--- config.mk ---
export PLATFORM = sky130hd
export DESIGN_NAME = lfsr_random_draw_top
export DESIGN_NICKNAME = d
export VERILOG_FILES = /design/src/rtl/core/lrd_pkg.sv /design/src/rtl/core/lfsr_random_draw_top.sv /design/src/rtl/core/lrd_sequencer.sv
export SDC_FILE = /design/constraint.sdc
export NUM_CORES = 1
export LEC_CHECK = 0
export BUFFER_PORTS_ARGS = -buffer_cell sky130_fd_sc_hd__buf_2
export CAP_MARGIN = 40
export CORE_ASPECT_RATIO = 2
export CORE_UTILIZATION = 56
export CTS_CLUSTER_SIZE = 12
export DETAILED_ROUTE_END_ITERATION = 6
export PLACE_DENSITY = 0.77
export SLEW_MARGIN = 15
export SYNTH_ARGS = -nofsm -noshare
export SYNTH_HDL_FRONTEND = slang
export SYNTH_SLANG_ARGS = --single-unit
--- constraint.sdc ---
create_clock -name clk -period 4.4 [get_ports clk]
set_clock_uncertainty 0.1 [all_clocks]
set_input_delay 0.44 -clock clk [delete_from_list [all_inputs] [get_ports clk]]
set_output_delay 0.44 -clock clk [all_outputs]
set_load 0.005 [all_outputs]
--- src/rtl/core/lrd_pkg.sv ---
// ----------------------------------------------------------------------------
// lrd_pkg: shared types, constants and microcode for the LFSR random draw
// Holds the LFSR step function, the control word layout and the program ROM.
// ----------------------------------------------------------------------------
package lrd_pkg;

	localparam int unsigned DATA_W = 32;
	localparam int unsigned PC_W   = 4;
	localparam int unsigned CNT_W  = 6;
	localparam int unsigned DCNT_W = 5;

	localparam logic [DATA_W-1:0] LFSR_FEEDBACK = 32'h8020_0003;
	localparam logic [DATA_W-1:0] EXTRA_SPAN    = 32'd34;

	// micro-operations driving the datapath
	localparam logic [2:0] U_IDLE  = 3'd0;
	localparam logic [2:0] U_STEP  = 3'd1;
	localparam logic [2:0] U_FOLD  = 3'd2;
	localparam logic [2:0] U_DIV   = 3'd3;
	localparam logic [2:0] U_SETN  = 3'd4;
	localparam logic [2:0] U_STEPN = 3'd5;
	localparam logic [2:0] U_DIVB  = 3'd6;
	localparam logic [2:0] U_DONE  = 3'd7;

	// sequencing modes
	localparam logic [2:0] J_NEXT      = 3'd0;
	localparam logic [2:0] J_DISPATCH  = 3'd1;
	localparam logic [2:0] J_HOLD_DIV  = 3'd2;
	localparam logic [2:0] J_HOLD_STEP = 3'd3;
	localparam logic [2:0] J_HOME      = 3'd4;

	typedef struct packed {
		logic [2:0]      uop;
		logic [2:0]      jmp;
		logic [PC_W-1:0] target;
	} uword_t;

	typedef struct packed {
		logic [2:0] uop;
	} ctrl_t;

	typedef struct packed {
		logic draw_go;
		logic div_last;
		logic step_last;
	} stat_t;

	function automatic logic [DATA_W-1:0] lfsr_advance(input logic [DATA_W-1:0] s);
		logic [DATA_W-1:0] fb;
		fb = s[0] ? LFSR_FEEDBACK : '0;
		return (s >> 1) ^ fb;
	endfunction

	function automatic uword_t ucode_rom(input logic [PC_W-1:0] pc);
		uword_t w;
		unique case (pc)
			4'd0:    w = '{uop: U_IDLE,  jmp: J_DISPATCH,  target: 4'd1};
			4'd1:    w = '{uop: U_STEP,  jmp: J_NEXT,      target: 4'd0};
			4'd2:    w = '{uop: U_FOLD,  jmp: J_NEXT,      target: 4'd0};
			4'd3:    w = '{uop: U_SETN,  jmp: J_NEXT,      target: 4'd0};
			4'd4:    w = '{uop: U_STEPN, jmp: J_HOLD_STEP, target: 4'd4};
			4'd5:    w = '{uop: U_DIVB,  jmp: J_NEXT,      target: 4'd0};
			4'd6:    w = '{uop: U_DIV,   jmp: J_HOLD_DIV,  target: 4'd6};
			4'd7:    w = '{uop: U_DONE,  jmp: J_HOME,      target: 4'd0};
			default: w = '{uop: U_IDLE,  jmp: J_HOME,      target: 4'd0};
		endcase
		return w;
	endfunction

endpackage

--- src/rtl/core/lfsr_random_draw_top.sv ---
// A seed beat answers with done in the cycle after acceptance; so does a draw
// with bound 0. A nonzero draw steps the LFSR once, folds the state mod 34, steps it n
// more times (n = 1..34) and then runs the restoring bound divider before done.
// Throughput: one beat at a time; busy stays high until the draw's done cycle.
// Reset: arst_n clears the program counter, the strobe and the generator state to 0.
// The receiver cannot stall; done is high for exactly one cycle per beat.
// ----------------------------------------------------------------------------
// lfsr_random_draw_top: bounded random draws from a 32-bit Galois LFSR
// Microcoded datapath: LFSR state, mod-34 fold, restoring divider, step counter.
// ----------------------------------------------------------------------------
module lfsr_random_draw_top import lrd_pkg::*; (
	input  logic        clk,
	input  logic        arst_n,
	input  logic        start,
	output logic        busy,
	input  logic        operation,
	input  logic [31:0] value,
	output logic        done,
	output logic [31:0] random_value
);

	ctrl_t ctrl;
	stat_t stat;

	logic [DATA_W-1:0] state_q;
	logic [DATA_W-1:0] bound_q;
	logic [DATA_W-1:0] divisor_q;
	logic [DATA_W-1:0] dvd_q;
	logic [DATA_W-1:0] rem_q;
	logic [DCNT_W-1:0] dcnt_q;
	logic [CNT_W-1:0]  cnt_q;
	logic              done_q;
	logic [DATA_W-1:0] result_q;

	logic              accept;
	logic [DATA_W:0]   trial;
	logic [DATA_W:0]   diff;
	logic [9:0]        byte_sum;
	logic [8:0]        fold1;
	logic [7:0]        fold2;
	logic [4:0]        nib_diff;
	logic [4:0]        r17;

	assign busy   = (ctrl.uop != U_IDLE);
	assign accept = start && !busy;

	assign stat.draw_go   = accept && operation && (value != '0);
	assign stat.div_last  = (dcnt_q == '0);
	assign stat.step_last = (cnt_q == CNT_W'(1));

	lrd_sequencer u_seq (
		.clk    (clk),
		.arst_n (arst_n),
		.stat   (stat),
		.ctrl   (ctrl)
	);

	// one restoring division bit per cycle
	assign trial = {rem_q, dvd_q[DATA_W-1]};
	assign diff  = trial - {1'b0, divisor_q};

	// state mod 34 = 2 * ((state >> 1) mod 17) + state[0]; 256 is 1 mod 17, so fold bytes
	assign byte_sum = 10'(state_q[8:1]) + 10'(state_q[16:9]) + 10'(state_q[24:17])
		+ 10'(state_q[31:25]);
	assign fold1    = 9'(byte_sum[7:0]) + 9'(byte_sum[9:8]);
	assign fold2    = fold1[7:0] + 8'(fold1[8]);

	// 16 is -1 mod 17: low nibble minus high nibble, wrap a negative difference
	assign nib_diff = {1'b0, rem_q[3:0]} - {1'b0, rem_q[7:4]};
	assign r17      = nib_diff[4] ? nib_diff + 5'd17 : nib_diff;

	always_ff @(posedge clk or negedge arst_n) begin
		if (!arst_n) begin
			state_q <= '0;
			done_q  <= 1'b0;
		end else begin
			done_q <= 1'b0;
			case (ctrl.uop)
				U_IDLE: begin
					if (accept) begin
						done_q <= !stat.draw_go;
						if (!operation) begin
							state_q <= value;
						end
					end
				end
				U_STEP, U_STEPN: state_q <= lfsr_advance(state_q);
				U_DONE:          done_q  <= 1'b1;
				default:         state_q <= state_q;
			endcase
		end
	end

	always_ff @(posedge clk) begin
		case (ctrl.uop)
			U_IDLE: begin
				if (accept) begin
					bound_q  <= value;
					result_q <= '0;
				end
			end
			U_FOLD:  rem_q <= DATA_W'(fold2);
			U_DIVB: begin
				rem_q     <= '0;
				dvd_q     <= state_q;
				divisor_q <= bound_q;
				dcnt_q    <= '1;
			end
			U_DIV: begin
				rem_q  <= diff[DATA_W] ? trial[DATA_W-1:0] : diff[DATA_W-1:0];
				dvd_q  <= dvd_q << 1;
				dcnt_q <= dcnt_q - 1'b1;
			end
			U_SETN:  cnt_q    <= {r17, state_q[0]} + 1'b1;
			U_STEPN: cnt_q    <= cnt_q - 1'b1;
			U_DONE:  result_q <= rem_q;
			default: cnt_q    <= cnt_q;
		endcase
	end

	assign done         = done_q;
	assign random_value = result_q;

`ifndef ASSERT_OFF
	a_done_source: assert property (@(posedge clk) disable iff (!arst_n)
		done |-> ($past(ctrl.uop) == U_DONE) || ($past(accept) && !$past(stat.draw_go)))
		else $error("done without a finished beat");

	a_done_idle: assert property (@(posedge clk) disable iff (!arst_n)
		(ctrl.uop == U_DONE) |=> !busy && done)
		else $error("draw did not return to idle with a strobe");

	a_rem_below: assert property (@(posedge clk) disable iff (!arst_n)
		(ctrl.uop == U_DIV) |-> (rem_q < divisor_q))
		else $error("partial remainder not below divisor");

	a_cnt_range: assert property (@(posedge clk) disable iff (!arst_n)
		(ctrl.uop == U_STEPN) |-> (cnt_q >= CNT_W'(1)) && (cnt_q <= CNT_W'(34)))
		else $error("step count out of range");

	a_zero_sticky: assert property (@(posedge clk) disable iff (!arst_n)
		($past(ctrl.uop) != U_IDLE) && ($past(state_q) == '0) |-> (state_q == '0))
		else $error("LFSR left the zero state");
`endif

endmodule

--- src/rtl/core/lrd_sequencer.sv ---
// ----------------------------------------------------------------------------
// lrd_sequencer: microprogram counter and control ROM
// Fetches one control word per cycle and picks the next step from status.
// ----------------------------------------------------------------------------
module lrd_sequencer import lrd_pkg::*; (
	input  logic  clk,
	input  logic  arst_n,
	input  stat_t stat,
	output ctrl_t ctrl
);

	logic [PC_W-1:0] pc_q;
	logic [PC_W-1:0] pc_next;
	uword_t          uw;

	assign uw       = ucode_rom(pc_q);
	assign ctrl.uop = uw.uop;

	always_comb begin
		pc_next = pc_q + 1'b1;
		unique case (uw.jmp)
			J_NEXT:      pc_next = pc_q + 1'b1;
			J_DISPATCH:  pc_next = stat.draw_go ? uw.target : pc_q;
			J_HOLD_DIV:  pc_next = stat.div_last ? pc_q + 1'b1 : uw.target;
			J_HOLD_STEP: pc_next = stat.step_last ? pc_q + 1'b1 : uw.target;
			J_HOME:      pc_next = uw.target;
			default:     pc_next = '0;
		endcase
	end

	always_ff @(posedge clk or negedge arst_n) begin
		if (!arst_n) begin
			pc_q <= '0;
		end else begin
			pc_q <= pc_next;
		end
	end

endmodule

==> metrics.md <==
| Metric | Value |
|---|---|
| Status | `finished with violations` |
| Failing checks | `negative setup slack` |
| Crit path launch type | `flop` |
| CP Launch Point | `state_q[18]` |
| Gr usage total | `roughly 27%` |
| Routability cong. | `roughly 0.95` |
| Clk root buf | `clkbuf_16` |
| Worst hold start | `value[26]` |
| CP Capture Type | `flop` |
| Die width | `104 um` |
| Met2 GRT Util | `around 52%` |
| Max VDD drop | `between 0.0003 and 0.0004 V` |
| Seq/Total Area, Yosys | `roughly 52%` |
| Worst slack, placed | `-0.509 ns` |
| Vias in the first global route | `~8900` |
| CTS buffer count | `21` |
| DR iter-0 viols | `between 300 and 400` |
| Chip Height | `~210 um` |
| Util after Layout | `66.5%` |
| First-pass GRT wire length | `44900 um` |
| Maximum root-to-sink buffer count | `3` |
| RSZ-0062 raised after global routing | `yes` |
| Finish-stage setup viols | `8` |
| CTS sink cnt | `~210` |
| Final WL | `28500 um` |
| CP arrival | `a little over 5 ns` |
| Async set-reset flop share out of synthesis | `between 10% and 20%` |
| Synth top area share | `between 40% and 50%` |
| Row count | `74` |
| DRT antenna net count | `0` |
| Initial core utilization | `a little under three fifths` |
| Number of synthesized flops with an enable pin | `between 150 and 200` |
| Worst setup margin | `-0.582 ns` |
| Synthesized instance count | `around 1100` |
| Largest net degree at the start of global routing | `63` |
| Grt total ovfl | `0` |
| Pwr dens | `~280 nW/um^2` |
| Drt pass-1 iters | `5` |
| DRC violations left | `0` |
| Synth cell types | `58` |
| Core area | `20400 um^2` |
| Worst Reg-to-Reg Cells | `25` |
| GRT met3 Usage | `under 10%` |
| Io pins | `70` |
| Final Hold Viols | `0` |
| Fill cells | `~1600` |
| Met1 usage | `roughly 26%` |
| Ys Warns | `0` |
| H-tree depth | `1` |
| Detailed-route via count | `between 8000 and 9000` |
| Final nets | `between 1000 and 1500` |
| Hold WC Path Type | `input port to flop` |
| Share of layout cells above drive strength 1 | `about 18%` |
| TritonCTS clock tree | `done` |
| IO Port Bufs | `just under 70` |
| Pwr Total | `3.77 mW` |
| Worst-Margin Slew | `~0.84 ns` |
| CP Max Fanout | `2` |
| Reg2reg start | `state_q[18]` |
| Critical Path RT | `about 4.5 ns` |
| Clock transition at path regs | `~0.06 ns` |
| Pins Over Slew Limit | `0` |
| Avg WL per Cell | `about 19 um` |
| Inserted Diodes | `0` |
| Initial antenna violation count | `0` |
| DR vias/cell | `roughly 5.8` |
| Max Fclk | `between 200 and 250 MHz` |
| Post-Syn Nets | `approximately 1200` |
| Worst skew pair latency | `about 0.51 ns` |
| Dominant synthesized flop cell | `edfxtp_1` |
| Area growth syn-to-layout | `16.8%` |
| Min Hold Slack | `between 0.04 and 0.05 ns` |
| Capturing point of the worst reg2reg path | `rem_q[3]` |
| Worst slew margin relative to its limit | `43.9%` |
| GRT busiest layer | `met2` |
| CP Class | `flop to flop` |
| Critical Path Sink | `rem_q[3]` |
| R2R setup slack | `-0.58 ns` |
| Clock period minus worst slack | `between 4 and 5 ns` |
| Final HPWL DP | `20900 um` |
| Avg Inst Size Synth | `~11 um^2` |
| Synth area leaders | `edfxtp_1, dfrtp_1, ha_1` |
| Lkg Pwr | `between 5 and 6 nW` |
| Flops & latches, synth | `roughly 210` |
| Max cap viols | `0` |
| Fin crit share | `113%` |
| Dominant cell type by area after synthesis | `edfxtp_1` |
| Area of the mapped netlist | `roughly 12000 um^2` |
| Die area | `roughly 21000 um^2` |
-- report_power, final --
part	internal, mW	switching (mW)	total [mW]	leakage (nW)
clock network	0.892	0.717	1.61	0.286
registers	2.11	0	2.11	1.95
logic	0.0154	0.0326	0.0479	3.35
total	3.02	0.750	3.77	5.59
-- cells in the final DEF (no fill, tap or decap), drive strengths merged, types with 10 or more instances in the layout --
cell,n
a21oi,59
nand3,22
and2,31
nand2,125
xor2,20
fa,18
inv,98
o21ai,80
nor2,59
mux2i,61
clkbuf,35
xnor2,37
nor3,14
edfxtp,171
nand4,11
dfrtp,37
buf,155
ha,61
a21o,14
nor4,10
-- state kept, by name, summed over array words and instances, names as in the netlist, 4 cells and up --
register and count:
random_value 32, dcnt_q 5, state_q 32, dvd_q 32, divisor_q 32, rem_q 32, cnt_q 6, bound_q 32
u_seq.pc_q 4
-- cell usage after synthesis (31+ instances only) --
cell type and count:
a21oi_1 58, mux2i_1 61, xnor2_1 37, nand2_1 125, clkbuf_1 34, dfrtp_1 37
ha_1 61, nor2_1 59, inv_1 97, edfxtp_1 171, o21ai_0 78, and2_1 31
-- worst min-delay path by stage --
| stage | end | slack [ns] | cells after the start |
|---|---|---|---|
| 2_1_floorplan | done | 0.04 | 0 |
| 3_3_place_gp | divisor_q[23] | 0.30 | 0 |
| 3_5_place_dp | state_q[24] | 0.24 | 1 |
| 4_1_cts | bound_q[25] | 0.02 | 1 |
| 5_1_grt | bound_q[25] | 0.03 | 1 |
| 6_report | bound_q[26] | 0.05 | 1 |
-- critical path, stage by stage (launching register included) --
cell	delay (ns)
dfrtp_1	0.36
inv_2	0.06
fa_1	0.50
fa_1	0.53
inv_1	0.05
ha_2	0.19
fa_2	0.35
a21oi_2	0.14
nor2_1	0.05
nor2_1	0.14
o21bai_1	0.10
a21oi_2	0.15
nor2b_1	0.07
o21ai_1	0.14
nand2b_1	0.12
fa_2	0.41
and3_4	0.19
nand3_4	0.06
nor3_2	0.05
ha_2	0.23
and3_4	0.17
buf_4	0.14
buf_6	0.10
buf_6	0.11
xnor2_2	0.13
o22ai_1	0.08
-- cells by family after synthesis --
logic type	Yosys count	share of synthesized area, %
DFF	208	52.3
and+or+nand+nor	310	12.6
adders and majority gates	80	9.78
xor gates and xnor gates	57	4.31
buffers and inverters	137	4.90
muxes	62	5.36
AOI/OAI and AO/OA	209	10.8
-- final cells by class --
class	count	area [um^2]	area share, %
flip-flops and latches	208	6060	44.8
multi-input cells	718	5140	38.0
repair buffers	157	1040	7.72
clock buffers	34	574	4.24
inverters	97	364	2.69
well taps	266	333	2.46
clock inverters	3	18.8	0.139
-- metrics by stage --
stage / TNS (ns) / cells / area [um^2]
3_5_place_dp: -2.73 / 1422 / 12700
3_3_place_gp: -1.79 / 1420 / 12600
5_1_grt: -4.82 / 1483 / 13500
6_report: -3.38 / 1483 / 13500
4_1_cts: -2.71 / 1479 / 13500
2_1_floorplan: -1.03 / 1063 / 11600
-- metal layers --
layer / vias up / share of wire, %
li1: 4036 / -
met1: 4169 / 33
met2: 316 / 55
met3: 140 / 4.3
met4: 0 / 8.3
met5: - / 0
-- what timing repair did --
| action | in CTS | in global routing |
|---|---|---|
| setup buffers | 19 | 5 |
| hold endpoints to repair | 17 | 0 |
| setup endpoints to repair | 8 | 8 |
| gates resized for setup | 11 | 9 |
| hold buffers | 1 | 0 |
| pin swaps | 10 | 10 |
Note: power is estimated with default switching activity, not from simulation.
